[src/esc_pkg.sv]
`default_nettype none
// ----------------------------------------------------------------------------
// esc_pkg: shared types and constants for epoch seconds to calendar
// Commands and status between controller and datapath, calendar constants.
// ----------------------------------------------------------------------------
package esc_pkg;

    localparam int unsigned SecsW   = 32;
    localparam int unsigned DaysW   = 16;
    localparam int unsigned TodW    = 17;

    // Day count by reciprocal: 86400 = 128 * 675, so drop 7 bits first and
    // multiply the 25-bit remainder by ceil(2^35 / 675)
    localparam int unsigned DayPre     = 7;
    localparam int unsigned DayNumW    = SecsW - DayPre;
    localparam int unsigned DayRecipW  = 26;
    localparam int unsigned DayShift   = 35;
    localparam logic [DayRecipW-1:0] DAY_RECIP = 26'd50903317;

    // Days by 7 via ceil(2^19 / 7), exact for any 16-bit day count
    localparam int unsigned WeekRecipW = 17;
    localparam int unsigned WeekShift  = 19;
    localparam logic [WeekRecipW-1:0] WEEK_RECIP = 17'd74899;

    localparam logic [TodW:0]   SECS_PER_DAY  = 18'd86400;
    localparam logic [TodW-1:0] SECS_PER_HOUR = 17'd3600;
    localparam logic [TodW-1:0] SECS_PER_MIN  = 17'd60;
    localparam logic [11:0]     EPOCH_YEAR    = 12'd1970;
    localparam logic [8:0]      DAYS_COMMON   = 9'd365;
    localparam logic [8:0]      DAYS_LEAP     = 9'd366;
    localparam logic [2:0]      EPOCH_WEEKDAY = 3'd4;
    localparam logic [3:0]      LAST_MONTH    = 4'd11;

    // Year counters start at 1970 reduced by 4, 100 and 400
    localparam logic [1:0] EPOCH_MOD4   = 2'd2;
    localparam logic [6:0] EPOCH_MOD100 = 7'd70;
    localparam logic [8:0] EPOCH_MOD400 = 9'd370;

    typedef struct packed {
        logic load;
        logic div_step;
        logic rem_step;
        logic cal_step;
        logic mon_step;
        logic out_load;
    } t_cmd;

    typedef struct packed {
        logic year_done;
        logic time_done;
        logic mon_done;
    } t_status;

    // Days in month, month counted from 0
    function automatic logic [4:0] month_len(input logic [3:0] mon, input logic leap);
        logic [4:0] len;
        case (mon)
            4'd1:                        len = leap ? 5'd29 : 5'd28;
            4'd3, 4'd5, 4'd8, 4'd10:     len = 5'd30;
            default:                     len = 5'd31;
        endcase
        return len;
    endfunction

endpackage
`default_nettype wire

[src/esc_datapath.sv]
`default_nettype none
// ----------------------------------------------------------------------------
// esc_datapath: calendar arithmetic
// Reciprocal day division, year/time-of-day subtraction, month subtraction
// and the output register.
// ----------------------------------------------------------------------------
module esc_datapath
    import esc_pkg::*;
(
    input  wire logic              i_clk,
    input  wire t_cmd              i_cmd,
    output t_status                o_sts,
    input  wire logic [SecsW-1:0]  i_seconds_count,
    output logic [11:0]            o_year,
    output logic [3:0]             o_month,
    output logic [4:0]             o_day_of_month,
    output logic [4:0]             o_hour,
    output logic [5:0]             o_minute,
    output logic [5:0]             o_second,
    output logic [2:0]             o_weekday
);

    logic [SecsW-1:0] r_dividend;
    logic [TodW-1:0]  r_rem;      // seconds of day
    logic [DaysW-1:0] r_quot;     // whole days, then remaining days
    logic [2:0]       r_wk;       // days mod 7
    logic [11:0]      r_year;
    logic [1:0]       r_mod4;
    logic [6:0]       r_mod100;
    logic [8:0]       r_mod400;
    logic [3:0]       r_mon;
    logic [4:0]       r_hour;
    logic [5:0]       r_min;

    logic [DayNumW+DayRecipW-1:0] day_prod;
    logic [SecsW-1:0]             tod_back;
    logic [DaysW+WeekRecipW-1:0]  wk_prod;
    logic             leap;
    logic [8:0]       year_len;
    logic [4:0]       mon_len;
    logic [3:0]       wk_sum;

    assign day_prod = {{DayRecipW{1'b0}}, r_dividend[SecsW-1:DayPre]} *
                      {{DayNumW{1'b0}}, DAY_RECIP};
    assign tod_back = {{(SecsW-DaysW){1'b0}}, r_quot} *
                      {{(SecsW-TodW-1){1'b0}}, SECS_PER_DAY};
    assign wk_prod  = {{WeekRecipW{1'b0}}, r_quot} * {{DaysW{1'b0}}, WEEK_RECIP};
    assign leap     = ((r_mod4 == 2'd0) && (r_mod100 != 7'd0)) || (r_mod400 == 9'd0);
    assign year_len = leap ? DAYS_LEAP : DAYS_COMMON;
    assign mon_len  = month_len(r_mon, leap);
    assign wk_sum   = {1'b0, r_wk} + {1'b0, EPOCH_WEEKDAY};

    assign o_sts.year_done = (r_quot < {{(DaysW-9){1'b0}}, year_len});
    assign o_sts.time_done = (r_rem < SECS_PER_MIN);
    assign o_sts.mon_done  = (r_mon == LAST_MONTH) ||
                             (r_quot < {{(DaysW-5){1'b0}}, mon_len});

    always_ff @(posedge i_clk) begin
        if (i_cmd.load) begin
            r_dividend <= i_seconds_count;
            r_rem      <= '0;
            r_quot     <= '0;
            r_wk       <= '0;
            r_year     <= EPOCH_YEAR;
            r_mod4     <= EPOCH_MOD4;
            r_mod100   <= EPOCH_MOD100;
            r_mod400   <= EPOCH_MOD400;
            r_mon      <= '0;
            r_hour     <= '0;
            r_min      <= '0;
        end
        if (i_cmd.div_step) begin
            r_quot <= day_prod[DayShift +: DaysW];
        end
        if (i_cmd.rem_step) begin
            r_rem <= TodW'(r_dividend - tod_back);
            // days - 7q keeps its low bits as days + q, since -7 is 1 mod 8
            r_wk  <= r_quot[2:0] + wk_prod[WeekShift +: 3];
        end
        if (i_cmd.cal_step) begin
            // advance one whole year
            if (!o_sts.year_done) begin
                r_quot   <= r_quot - {{(DaysW-9){1'b0}}, year_len};
                r_year   <= r_year + 12'd1;
                r_mod4   <= r_mod4 + 2'd1;
                r_mod100 <= (r_mod100 == 7'd99) ? 7'd0 : r_mod100 + 7'd1;
                r_mod400 <= (r_mod400 == 9'd399) ? 9'd0 : r_mod400 + 9'd1;
            end
            // hours first, then minutes, from the seconds of day
            if (r_rem >= SECS_PER_HOUR) begin
                r_rem  <= r_rem - SECS_PER_HOUR;
                r_hour <= r_hour + 5'd1;
            end else if (!o_sts.time_done) begin
                r_rem  <= r_rem - SECS_PER_MIN;
                r_min  <= r_min + 6'd1;
            end
        end
        if (i_cmd.mon_step && !o_sts.mon_done) begin
            r_quot <= r_quot - {{(DaysW-5){1'b0}}, mon_len};
            r_mon  <= r_mon + 4'd1;
        end
        if (i_cmd.out_load) begin
            o_year         <= r_year;
            o_month        <= r_mon + 4'd1;
            o_day_of_month <= r_quot[4:0] + 5'd1;
            o_hour         <= r_hour;
            o_minute       <= r_min;
            o_second       <= r_rem[5:0];
            o_weekday      <= (wk_sum >= 4'd7) ? 3'(wk_sum - 4'd7) : wk_sum[2:0];
        end
    end

endmodule
`default_nettype wire

[src/esc_ctrl.sv]
`default_nettype none
// ----------------------------------------------------------------------------
// esc_ctrl: sequencing controller
// Steps the datapath through division, year/time and month phases and
// runs both handshakes.
// ----------------------------------------------------------------------------
module esc_ctrl
    import esc_pkg::*;
(
    input  wire logic    i_clk,
    input  wire logic    i_rst_n,
    input  wire logic    i_valid,
    output logic         o_stall,
    output logic         o_valid,
    input  wire logic    i_stall,
    output t_cmd         o_cmd,
    input  wire t_status i_sts
);

    typedef enum logic [2:0] {
        S_IDLE,
        S_DIV,
        S_REM,
        S_CAL,
        S_MON,
        S_FIN
    } t_state;

    t_state          r_state, n_state;
    logic            r_out_valid, n_out_valid;
    logic            out_free;

    assign out_free = !r_out_valid || !i_stall;
    assign o_stall  = (r_state != S_IDLE);
    assign o_valid  = r_out_valid;

    always_comb begin
        n_state     = r_state;
        n_out_valid = r_out_valid && i_stall;
        o_cmd       = '0;
        unique case (r_state)
            S_IDLE: begin
                if (i_valid) begin
                    o_cmd.load = 1'b1;
                    n_state    = S_DIV;
                end
            end
            S_DIV: begin
                o_cmd.div_step = 1'b1;
                n_state        = S_REM;
            end
            S_REM: begin
                o_cmd.rem_step = 1'b1;
                n_state        = S_CAL;
            end
            S_CAL: begin
                o_cmd.cal_step = 1'b1;
                if (i_sts.year_done && i_sts.time_done) begin
                    n_state = S_MON;
                end
            end
            S_MON: begin
                o_cmd.mon_step = 1'b1;
                if (i_sts.mon_done) begin
                    n_state = S_FIN;
                end
            end
            S_FIN: begin
                // hold until the output register is free
                if (out_free) begin
                    o_cmd.out_load = 1'b1;
                    n_out_valid    = 1'b1;
                    n_state        = S_IDLE;
                end
            end
            default: n_state = S_IDLE;
        endcase
    end

    always_ff @(posedge i_clk) begin
        if (!i_rst_n) begin
            r_state     <= S_IDLE;
            r_out_valid <= 1'b0;
        end else begin
            r_state     <= n_state;
            r_out_valid <= n_out_valid;
        end
    end

`ifndef SYNTHESIS
    a_accept_busy: assert property (@(posedge i_clk) disable iff (!i_rst_n)
        (i_valid && !o_stall) |=> (r_state == S_DIV))
        else $error("accepted item did not start division");

    a_out_no_overwrite: assert property (@(posedge i_clk) disable iff (!i_rst_n)
        o_cmd.out_load |-> (!r_out_valid || !i_stall))
        else $error("output register overwritten while stalled");

    a_mon_after_year: assert property (@(posedge i_clk) disable iff (!i_rst_n)
        (r_state == S_MON) |-> (i_sts.year_done && i_sts.time_done))
        else $error("month phase entered before year and time finished");
`endif

endmodule
`default_nettype wire

[src/epoch_seconds_to_calendar.sv]
`default_nettype none
// From acceptance to result valid: a quotient step, a remainder step, then a
// combined phase that counts off elapsed years and hours/minutes together
// until both are done, then the month steps and finally the output load.
// One item at a time: a new item is taken only once the previous result is
// loaded. A stalled result holds the next one in its final state.
// Reset (synchronous, active low) clears the controller and output valid.
// ----------------------------------------------------------------------------
// epoch_seconds_to_calendar: seconds since 1970 to Gregorian date and time
// Controller and datapath; result held in an output register.
// ----------------------------------------------------------------------------
module epoch_seconds_to_calendar
    import esc_pkg::*;
(
    input  wire logic        i_clk,
    input  wire logic        i_rst_n,
    input  wire logic        i_valid,
    output logic             o_stall,
    input  wire logic [31:0] i_seconds_count,
    output logic             o_valid,
    input  wire logic        i_stall,
    output logic [11:0]      o_year,
    output logic [3:0]       o_month,
    output logic [4:0]       o_day_of_month,
    output logic [4:0]       o_hour,
    output logic [5:0]       o_minute,
    output logic [5:0]       o_second,
    output logic [2:0]       o_weekday
);

    t_cmd    cmd;
    t_status sts;

    esc_ctrl u_ctrl (
        .i_clk   (i_clk),
        .i_rst_n (i_rst_n),
        .i_valid (i_valid),
        .o_stall (o_stall),
        .o_valid (o_valid),
        .i_stall (i_stall),
        .o_cmd   (cmd),
        .i_sts   (sts)
    );

    esc_datapath u_dp (
        .i_clk           (i_clk),
        .i_cmd           (cmd),
        .o_sts           (sts),
        .i_seconds_count (i_seconds_count),
        .o_year          (o_year),
        .o_month         (o_month),
        .o_day_of_month  (o_day_of_month),
        .o_hour          (o_hour),
        .o_minute        (o_minute),
        .o_second        (o_second),
        .o_weekday       (o_weekday)
    );

endmodule
`default_nettype wire
[config.mk]
export PLATFORM = sky130hd
export DESIGN_NAME = epoch_seconds_to_calendar
export DESIGN_NICKNAME = d
export VERILOG_FILES = /design/src/esc_pkg.sv /design/src/esc_datapath.sv /design/src/esc_ctrl.sv /design/src/epoch_seconds_to_calendar.sv
export SDC_FILE = /design/constraint.sdc
export NUM_CORES = 1
export LEC_CHECK = 0
export BUFFER_PORTS_ARGS = -buffer_cell sky130_fd_sc_hd__buf_2
export CORE_ASPECT_RATIO = 1.2
export CORE_MARGIN = 5
export CORE_UTILIZATION = 45
export DETAILED_ROUTE_END_ITERATION = 12
export GPL_ROUTABILITY_DRIVEN = 0
export GPL_TIMING_DRIVEN = 0
export HOLD_SLACK_MARGIN = 0.05
export PLACE_DENSITY = 0.69
export SYNTH_ARGS = -nofsm -noshare
export SYNTH_HDL_FRONTEND = slang
export SYNTH_HIERARCHICAL = 1
export SYNTH_SLANG_ARGS = --single-unit
export TNS_END_PERCENT = 100
[constraint.sdc]
create_clock -name i_clk -period 18.8 [get_ports i_clk]
set_clock_uncertainty 0.2 [all_clocks]
set_input_delay 1.88 -clock i_clk [delete_from_list [all_inputs] [get_ports i_clk]]
set_output_delay 1.88 -clock i_clk [all_outputs]
set_load 0.005 [all_outputs]
==> impl_metrics.tcl, run 1 <==
set metrics [dict create \
    ys_seq_area_share_pct 19.5 \
    cts.repair.resized 0 \
    crit_arrival_ns 7.83 \
    synthSimpleGateAreaFrac_pct 8.04 \
    hpwl_um 40700 \
    grt_remaining_overflow 0 \
    setup-tns-final_ns 0 \
    syn_nets 2796 \
    synthMuxAreaShare_pct 0.268 \
    hold_path_class "reg -> reg" \
    postCtsSetupRepairBufs 0 \
    cts_buffer_depth 2 \
    worst_setup_path_start_kind "flop" \
    cts_inserted_buffers 17 \
    rr_worst_depth 22 \
    synth.distinct_cells 83 \
    crit_required_ns 18.88 \
    layout_commonest_cell "inv_1" \
    grt_use_total_pct 19.9 \
    area_delta_synth_final_pct 8.99 \
    die-area_sq_mm 0.0501 \
    layout.cells.non_filler 2823 \
    yosys_warnings 6 \
    ant_nets 0 \
    cap_violations 0 \
    dp_cells 2791 \
    slew_viol_final 0 \
    fin_crit_ns 7.75 \
    fmax_mhz 129 \
    final_cell_mix "inv_1 (484), ha_1 (431), fa_1 (229)" \
    clock-root-buffer "clkbuf_16" \
    worstPathMaxFanout 8 \
    io_pins 79 \
    tightestPinTransition_ns 0.933 \
    h-tree-depth 4 \
    worstSetupPathType "reg -> reg" \
    finish.net_count 2897 \
    synth-edff-count 84 \
    cts_tree "built" \
    utilization_pct 49.7 \
    drtIter0Drc 889 \
    drive_gt1_share_pct 7.05 \
    startpoint "u_dp/r_dividend[20]$_DFFE_PP_" \
    core_area_sq_mm 0.0451 \
    ff2ff_setup_slack_ns 11.05 \
    antenna_found_initial 0 \
    synthAdderAreaFrac_pct 48.5 \
    finalSetupViolations 0 \
    synth_area_sq_mm 0.0206 \
    rsz0062_at_grt "no" \
    ys_async_sr_fraction_pct 0 \
    port_buffers 78 \
    synth_top_family_by_area "adder cells" \
    holdBufCountCts 0 \
    synth_xor_area_share_pct 2.73 \
    grt_pass1_vias 15800 \
    worstSkewPairLatency_ns 0.45 \
    wl_per_cell_um 17.2 \
    crit_end "u_dp/r_quot[10]$_DFF_P_" \
    synthCells 2100 \
    syn_area_per_cell_sq_um 9.79 \
    grt_max_degree 22 \
    via_per_inst 5.40 \
    drc 0 \
    ys_ff_latch 158 \
    synth-compound-area-share_pct 11.3 \
    hold_violations 0 \
    initial_utilization_pct 45.6 \
    path_clk_slew_ns 0.07 \
    num_rows 85 \
    status "completed" \
    fp.dieH_um 244 \
    relSlewSlack_pct 37.8 \
    worstSetupEndpointType "flop" \
    drtPass1Iterations 5 \
    wl_um 48700 \
    rr_endpoint "u_dp/r_quot[10]$_DFF_P_" \
    reg2reg_from "u_dp/r_dividend[20]$_DFFE_PP_" \
    die_width_um 205 \
    post-route-period-util_pct 41.2 \
    num_vias 15200 \
    timing.hold.ws_ns 0.272 \
    grt_pass1_wl_um 79900 \
    yosys_most_used_dff "edfxtp_1" \
    cts_sinks 158 \
    insertedDiodeCount 0 \
]
-- worst min path at each step --
stage,from,endpoint,slack [ns],cells past startpoint
final,u_dp/r_hour[4]$_DFF_P_,u_dp/o_hour[4]$_DFFE_PP_,0.27,0
after global routing,u_dp/r_year[11]$_DFF_P_,u_dp/o_year[11]$_DFFE_PP_,0.29,0
after CTS,u_dp/r_hour[4]$_DFF_P_,u_dp/o_hour[4]$_DFFE_PP_,0.28,0
after detailed placement,u_dp/r_hour[4]$_DFF_P_,u_dp/o_hour[4]$_DFFE_PP_,0.25,0
after global placement,u_dp/r_hour[4]$_DFF_P_,u_dp/o_hour[4]$_DFFE_PP_,0.23,0
after floorplan,u_dp/r_hour[4]$_DFF_P_,u_dp/o_hour[4]$_DFFE_PP_,0.22,0
-- cell usage after synthesis, drive strengths merged, types with 4 or more instances --
| library cell | count | area, sq um |
|---|---|---|
| clkbuf | 23 | 86.3 |
| nand3 | 42 | 210 |
| o311ai | 7 | 61.3 |
| o221ai | 10 | 87.6 |
| o21bai | 9 | 67.6 |
| o22ai | 11 | 68.8 |
| nand3b | 4 | 30.0 |
| a221o | 5 | 50.1 |
| nand2 | 96 | 360 |
| edfxtp | 84 | 2520 |
| or3 | 4 | 26.3 |
| nand4 | 13 | 81.3 |
| nor3b | 7 | 52.6 |
| a21o | 23 | 173 |
| a221oi | 8 | 70.1 |
| nor2 | 65 | 254 |
| xnor2 | 43 | 377 |
| and3 | 24 | 150 |
| a211oi | 7 | 52.6 |
| and2 | 10 | 67.6 |
| nor2b | 8 | 50.1 |
| or2 | 6 | 40.0 |
| a22oi | 11 | 82.6 |
| ha | 431 | 5390 |
| a21oi | 98 | 494 |
| fa | 229 | 4580 |
| o31ai | 4 | 30.0 |
| a31oi | 20 | 125 |
| o21ai | 111 | 563 |
| o21a | 8 | 60.1 |
| nand2b | 15 | 96.3 |
| nor3 | 17 | 101 |
| buf | 12 | 70.1 |
| o211ai | 10 | 75.1 |
| inv | 484 | 1820 |
| dfxtp | 74 | 1480 |
| xor2 | 21 | 184 |
-- kinds of logic (layout without fill, tap and decap cells) --
logic type | count (synthesis) | after routing
xor+xnor | 64 | 64
compound gates | 369 | 369
flops | 158 | 158
fa+ha+maj | 660 | 660
mux | 4 | 4
buf+inv | 520 | 634
simple gates | 325 | 325
-- critical path, stage by stage, from the launching register on --
cell	delay (ns)
edfxtp_1	0.66
fa_1	0.62
inv_1	0.05
fa_1	0.48
inv_1	0.05
ha_1	0.30
fa_1	0.50
fa_1	0.54
fa_1	0.56
inv_1	0.06
fa_1	0.54
inv_1	0.05
ha_1	0.32
a21oi_1	0.15
o21ai_0	0.25
a2111oi_2	0.70
o311ai_1	0.20
buf_2	0.22
and3_1	0.20
o211a_1	0.27
o21ai_0	0.23
xor2_1	0.30
a221oi_1	0.13
-- metrics by stage --
step           area, sq um  setup slack (ns)
3_5_place_dp         21800             11.21
6_report             22400             11.05
4_1_cts              22400             11.15
3_3_place_gp         21700             10.78
2_1_floorplan        20600             12.38
5_1_grt              22400             10.77
-- per-layer routing --
layer / vias up / GRT usage [%] / wire length (um)
met2: 447 / 35.5 / 24900
met3: 110 / 2.15 / 2360
met5: - / 0 / 0
met4: 0 / 8.28 / 2030
li1: 7215 / - / -
met1: 7460 / 24.3 / 19400
-- registers in the layout (all words and copies together) (netlist names) --
register / cells
u_dp/r_year: 12
u_dp/o_year: 12
u_dp/r_mod100: 7
u_dp/o_minute: 6
u_ctrl/r_state: 3
u_dp/r_hour: 5
u_dp/r_mod4: 2
u_dp/r_wk: 3
u_dp/o_hour: 5
u_dp/o_second: 6
u_dp/r_dividend: 32
u_dp/r_mon: 4
u_dp/r_rem: 17
u_dp/o_month: 4
u_ctrl/o_valid: 1
u_dp/r_mod400: 9
u_dp/o_day_of_month: 5
u_dp/r_min: 6
u_dp/o_weekday: 3
u_dp/r_quot: 16
-- final cells by class --
type	instances	area [sq um]
clock buffers	18	429
flip-flops and latches	158	4000
plain buffers	35	156
fillers	4138	22700
well taps	609	762
clock inverters	14	200
multi-input cells	1422	14600
repair buffers	82	442
inverters	485	1820
Power of run 1 is not shown: default switching activity piles up to over one toggle a cycle in this logic, so the estimate is an artifact.
==> inputs of run 2 (changes only) <==
--- a/config.mk
+++ b/config.mk
@@ -5,6 +5,7 @@
 export SDC_FILE = /design/constraint.sdc
 export NUM_CORES = 1
 export LEC_CHECK = 0
+export ABC_AREA = 1
 export BUFFER_PORTS_ARGS = -buffer_cell sky130_fd_sc_hd__buf_2
 export CORE_ASPECT_RATIO = 1.2
 export CORE_MARGIN = 5
==> constraint.sdc (replaced) <==
create_clock -name i_clk -period 7.3 [get_ports i_clk]
set_clock_uncertainty 0.2 [all_clocks]
set_input_delay 0.73 -clock i_clk [delete_from_list [all_inputs] [get_ports i_clk]]
set_output_delay 0.73 -clock i_clk [all_outputs]
set_load 0.005 [all_outputs]
==> impl_metrics.tcl, run 2 <==
set metrics [dict create \
    rsz0062_at_grt "no" \
    via_per_inst 4.90 \
    worstHoldPathCells 1 \
    top_register "u_dp/r_dividend" \
    ant_nets 0 \
    finish.net_count 3706 \
    grt_pass1_wl_um 93100 \
    grt_remaining_overflow 0 \
    wl_per_cell_um 15.5 \
    postCtsSetupRepairBufs 0 \
    grt_pass1_vias 18500 \
    rr_endpoint "u_dp/r_quot[13]$_DFF_P_" \
    rr_worst_depth 25 \
    highest_layer "met4" \
    cpMostUsedCell "nand2_1" \
    cts_buffer_depth 2 \
    largest_register_ff_count 32 \
    drtPass1Iterations 5 \
    syn_nets 3607 \
    grt_use_total_pct 20.8 \
    crit_arrival_ns 6.72 \
    synthCells 2911 \
    worstSetupEndpointType "flop" \
    fp.dieH_um 258 \
    synth_area_sq_mm 0.0231 \
    hold_path_class "in -> reg" \
    yosys.area.top_type "ha_1" \
    yosys_most_used_dff "edfxtp_1" \
    grt_max_degree 23 \
    worstSetupPathType "reg -> reg" \
    ff2ff_setup_slack_ns 0.76 \
    die_width_um 217 \
    cts.repair.resized 0 \
    drtIter0Drc 890 \
    worstSkewPairLatency_ns 0.49 \
    ys_async_sr_fraction_pct 0 \
    setup-tns-final_ns 0 \
    die-area_sq_mm 0.0560 \
    final_cell_mix "inv_1 (779), nand2_1 (611), ha_1 (431)" \
    multiInputGateArea_sq_mm 0.0160 \
    h-tree-depth 4 \
    wl_met2_um 29600 \
    startpoint "u_dp/r_dividend[16]$_DFFE_PP_" \
    synth.distinct_cells 55 \
    whs_endpoint "u_dp/r_dividend[9]$_DFFE_PP_" \
    tightestPinTransition_ns 0.926 \
    holdBufCountCts 0 \
    fin_area_sq_mm 0.0250 \
    cts_sinks 158 \
    core_area_sq_mm 0.0511 \
    place_area_sq_mm 0.0244 \
    cts_inserted_buffers 17 \
    crit_required_ns 7.48 \
    ys_seq_area_share_pct 17.3 \
    reg_top3 "u_dp/r_dividend (32), u_dp/r_rem (17), u_dp/r_quot (16)" \
    ys_ff_latch 158 \
    io_pins 79 \
    reg2reg_from "u_dp/r_dividend[16]$_DFFE_PP_" \
    clock-root-buffer "clkbuf_16" \
    hold_start "i_seconds_count[9]" \
    synth_top_area_share_pct 23.3 \
    worst_setup_path_start_kind "flop" \
    syn_area_per_cell_sq_um 7.94 \
    layout_commonest_cell "inv_1" \
    fin_crit_ns 6.54 \
    num_rows 91 \
    synth-edff-count 84 \
    drt-met1-wl_um 23200 \
    yosysMostFrequentCell "inv_1" \
    cpMaxStageDelayCell "edfxtp_1" \
    antenna_found_initial 0 \
    timing.hold.ws_ns 0.213 \
    cts_tree "built" \
    path_buf_inv 5 \
    drive_gt1_share_pct 5.82 \
    route.met3.wl_um 2130 \
    port_buffers 78 \
    seq_area_sq_mm 0.00400 \
    yosys_warnings 6 \
    status "completed" \
    nFillCells 4915 \
    initial_utilization_pct 45.2 \
    insertedDiodeCount 0 \
    fmax_mhz 153 \
    hpwl_um 48000 \
    wl_um 56800 \
    area_delta_synth_final_pct 8.17 \
    hold_violations 0 \
    slew_viol_final 0 \
    ys_top_cells_by_area "ha_1 (23%), fa_1 (20%), inv_1 (13%)" \
    post-route-period-util_pct 89.6 \
    num_vias 18000 \
    cap_violations 0 \
    path_delay_family "adder cells" \
    drc 0 \
    finalSetupViolations 0 \
    worstPathMaxFanout 13 \
    relSlewSlack_pct 38.3 \
    synth_common_cells "inv_1 (779), nand2_1 (611), ha_1 (431)" \
    slowest_delay_ns 0.96 \
    path_clk_slew_ns 0.08 \
]
[run 2: cell types whose count changed after synthesis, sizes merged, moves of 18 or more]
cell / before / now
xor2: 21 / 54
nor2: 65 / 186
xnor2: 43 / 16
nand4: 13 / 35
nand2: 96 / 624
nand3: 42 / 100
and3: 24 / 1
inv: 484 / 791
o21ai: 111 / 65
a21o: 23 / 5
[run 2: logic make-up (layout without fill, tap and decap cells)]
family          Yosys count  after routing  synth area share, %
compound gates          238            238                 5.79
xor+xnor                 70             70                 2.65
fa+ha+maj               660            660                 43.2
buf+inv                 812            924                 13.3
flops                   158            158                 17.3
mux                       1              1               0.0487
simple gates            972            972                 17.7
[run 2: worst register-to-register path, cell delays in order, from the launching register on]
cell      delay [ns]
edfxtp_1        0.96
ha_1            0.37
inv_1           0.10
fa_1            0.46
fa_1            0.51
inv_1           0.05
fa_1            0.50
inv_1           0.05
fa_1            0.49
fa_1            0.54
fa_1            0.56
inv_1           0.06
ha_1            0.31
nand2_1         0.09
nor2_1          0.14
inv_1           0.10
nor2_1          0.27
nand2_1         0.09
nor2_1          0.09
nand2_1         0.10
nand3_1         0.10
nand2_1         0.05
nand3_1         0.09
nand2_1         0.07
nand2_1         0.06
nand2_1         0.04
[run 2: how the worst max path moves through the flow]
| stage | endpoint | slack, ns | depth (start not counted) |
|---|---|---|---|
| finish | u_dp/r_quot[13]$_DFF_P_ | 0.76 | 25 |
| global route | u_dp/r_quot[10]$_DFF_P_ | 0.29 | 27 |
| CTS | u_dp/r_quot[10]$_DFF_P_ | 0.72 | 27 |
| detailed placement | u_dp/r_quot[13]$_DFF_P_ | 0.79 | 27 |
| global placement | u_dp/r_year[5]$_DFF_P_ | 0.51 | 8 |
| floorplan | u_dp/r_wk[2]$_SDFFCE_PN0P_ | 1.49 | 23 |
[run 2: metrics by stage]
step                utilization (%)  cells  setup WS (ns)
floorplan                         -   2911           1.49
global placement               47.6   3640          0.509
detailed placement             47.7   3642          0.793
CTS                            48.9   3674          0.723
global route                   48.9   3674          0.290
finish                         48.9   3674          0.760
[run 2: final cells by class]
type	instances	share of cell area (%)
sequential	158	16.0
clock inverter	15	0.756
timing repair buffer	80	1.78
multi-input combinational	1941	64.2
clock buffer	17	1.70
inverter	793	11.9
tap	651	3.26
buffer	19	0.375
[run 2: routing by layer]
| metal | vias to the layer above | global-route usage (%) |
|---|---|---|
| met5 | - | 0 |
| met4 | 0 | 7.41 |
| met3 | 94 | 3.53 |
| met2 | 310 | 38.6 |
| met1 | 8450 | 24.1 |
| li1 | 9147 | - |
Power of run 2 is left out for the same reason.
==> inputs of run 3 (changes only) <==
--- a/config.mk
+++ b/config.mk
@@ -17,6 +17,5 @@
 export PLACE_DENSITY = 0.69
 export SYNTH_ARGS = -nofsm -noshare
 export SYNTH_HDL_FRONTEND = slang
-export SYNTH_HIERARCHICAL = 1
 export SYNTH_SLANG_ARGS = --single-unit
 export TNS_END_PERCENT = 100
==> impl_metrics.tcl, run 3 <==
set metrics [dict create \
    fmax_mhz 147 \
    drtIter0Drc 1107 \
    synthCells 2917 \
    hpwl_um 48500 \
    grt_use_total_pct 21.3 \
    path_clk_slew_ns 0.07 \
    grt_pass1_vias 18200 \
    crit_required_ns 7.46 \
    insertedDiodeCount 0 \
    rr_worst_depth 27 \
    ff2ff_setup_slack_ns 0.52 \
    synth-edff-count 84 \
    worstPathMaxFanout 12 \
    die_width_um 218 \
    rsz0062_at_grt "no" \
    finish.net_count 3712 \
    worstSkewPairLatency_ns 0.47 \
    slew_viol_final 0 \
    status "completed" \
    rr_endpoint "u_dp.r_quot[11]$_DFF_P_" \
    reg2reg_from "u_dp.r_dividend[12]$_DFFE_PP_" \
    cap_violations 0 \
    num_vias 18200 \
    grt_remaining_overflow 0 \
    syn_nets 3614 \
    via_per_inst 4.89 \
    io_pins 79 \
    yosys_warnings 0 \
    hold_path_class "in -> reg" \
    core_area_sq_mm 0.0514 \
    whs_endpoint "u_dp.r_dividend[26]$_DFFE_PP_" \
    crit_arrival_ns 6.94 \
    cts.repair.resized 0 \
    holdBufCountCts 0 \
    worstSetupEndpointType "flop" \
    yosys_most_used_dff "edfxtp_1" \
    syn_area_per_cell_sq_um 7.97 \
    ys_ff_latch 158 \
    hold_violations 0 \
    initial_utilization_pct 45.3 \
    place_ws_ns 0.500 \
    worstSetupPathType "reg -> reg" \
    hold_start "i_seconds_count[26]" \
    drive_gt1_share_pct 6.24 \
    yosys.area.top_type "ha_1" \
    worstHoldPathCells 1 \
    clock-root-buffer "clkbuf_16" \
    area_delta_synth_final_pct 8.05 \
    drtPass1Iterations 5 \
    setup-tns-final_ns 0 \
    cts_sinks 158 \
    port_buffers 78 \
    post-route-period-util_pct 92.9 \
    cts_inserted_buffers 17 \
    num_rows 91 \
    ys_seq_area_share_pct 17.2 \
    relSlewSlack_pct 26.0 \
    layout_commonest_cell "inv_1" \
    reg_top3 "u_dp.r_dividend (32), u_dp.r_rem (17), u_dp.r_quot (16)" \
    ys_async_sr_fraction_pct 0 \
    top_register "u_dp.r_dividend" \
    fin_crit_ns 6.78 \
    cts_buffer_depth 2 \
    yosysMostFrequentCell "inv_1" \
    drc 0 \
    cts_tree "built" \
    finalSetupViolations 0 \
    die-area_sq_mm 0.0563 \
    fp.dieH_um 259 \
    postCtsSetupRepairBufs 0 \
    wl_um 58500 \
    largest_register_ff_count 32 \
    antenna_found_initial 0 \
    ys_top_cells_by_area "ha_1 (23%), fa_1 (20%), inv_1 (13%)" \
    worst_slack_ns 0.515 \
    synth_common_cells "inv_1 (788), nand2_1 (619), ha_1 (432)" \
    synth_top_area_share_pct 23.2 \
    wl_per_cell_um 15.7 \
    tightestPinTransition_ns 1.11 \
    grt_max_degree 42 \
    final_cell_mix "inv_1 (788), nand2_1 (619), ha_1 (432)" \
    grt_pass1_wl_um 94200 \
    synth.distinct_cells 60 \
    ant_nets 0 \
    synth_area_sq_mm 0.0233 \
    worst_setup_path_start_kind "flop" \
    h-tree-depth 4 \
]
## run 3: changes by cell type in the layout (fill, tap and decap cells not counted), sizes merged, moves of 5 or more
| cell | before | now |
|---|---|---|
| o21ai | 65 | 73 |
| inv | 800 | 810 |
| buf | 92 | 99 |
| o221ai | 0 | 5 |
| a22oi | 9 | 1 |
| xor2 | 54 | 43 |
| nor2 | 186 | 164 |
| nand3 | 100 | 95 |
| nor3 | 18 | 29 |
| a21oi | 114 | 98 |
| a31oi | 5 | 22 |
## run 3: area by class of cell
cell class | count | area (sq um)
Inverter | 799 | 3000
Timing Repair Buffer | 79 | 410
Fill cell | 4992 | 26200
Sequential cell | 158 | 4000
Buffer | 26 | 180
Clock inverter | 13 | 128
Tap cell | 697 | 872
Multi-Input combinational cell | 1934 | 16100
Clock buffer | 19 | 454
## run 3: kinds of logic (layout without fill, tap and decap cells)
| family | count (synthesis) | in the layout | share of synthesized area (%) |
|---|---|---|---|
| AO/OA/AOI/OAI | 245 | 245 | 6.08 |
| adder cells (fa/ha/maj) | 661 | 661 | 43.0 |
| multiplexers | 1 | 1 | 0.0484 |
| flip-flops | 158 | 158 | 17.2 |
| AND/OR/NAND/NOR | 968 | 968 | 17.8 |
| buffers and inverters | 825 | 936 | 13.7 |
| XOR/XNOR | 59 | 59 | 2.22 |
## run 3: how the worst max path moves through the flow
stage / from / endpoint / slack (ns) / depth (start not counted)
after global routing: u_dp.r_dividend[12]$_DFFE_PP_ / u_dp.r_quot[11]$_DFF_P_ / 0.08 / 27
after floorplan: u_dp.r_dividend[30]$_DFFE_PP_ / u_dp.r_quot[6]$_DFF_P_ / 1.66 / 23
after CTS: u_dp.r_dividend[12]$_DFFE_PP_ / u_dp.r_quot[11]$_DFF_P_ / 0.48 / 27
final: u_dp.r_dividend[12]$_DFFE_PP_ / u_dp.r_quot[11]$_DFF_P_ / 0.52 / 27
after global placement: u_dp.r_dividend[12]$_DFFE_PP_ / u_dp.r_quot[11]$_DFF_P_ / 0.64 / 27
after detailed placement: u_dp.r_dividend[12]$_DFFE_PP_ / u_dp.r_quot[11]$_DFF_P_ / 0.50 / 27
## run 3: worst max-delay path: stages, from the launching register on
cell and delay [ns]:
edfxtp_1 0.97, inv_1 0.28, ha_1 0.41, inv_1 0.13, fa_1 0.43, ha_1 0.28, inv_1 0.05, fa_1 0.49
inv_1 0.05, fa_1 0.48, fa_1 0.55, inv_1 0.05, fa_1 0.52, inv_1 0.04, ha_1 0.31, nand2_1 0.10
nor2_1 0.15, inv_1 0.11, nor2_1 0.29, nand2_1 0.09, nor2_1 0.09, nand2_1 0.08, nand3_1 0.10, nand2_1 0.05
nand3_1 0.17, nand2_1 0.08, nand2_1 0.08, nand2_1 0.05
## run 3: routing by layer
metal	vias up	GRT usage, %	share of wire (%)
met1	8493	26.4	42
met4	0	7.29	3.5
met5	-	0	0
met3	123	2.45	3.8
met2	397	38.3	50
li1	9194	-	-
## run 3: through the flow
step	hold WS, ns	utilization [%]	cells	instance area [sq um]
floorplan	0.208	-	2917	23300
global placement	0.226	47.7	3692	24500
detailed placement	0.234	47.8	3693	24500
CTS	0.206	48.9	3725	25100
global route	0.214	48.9	3725	25100
finish	0.231	48.9	3725	25100
Power of run 3 is left out for the same reason.
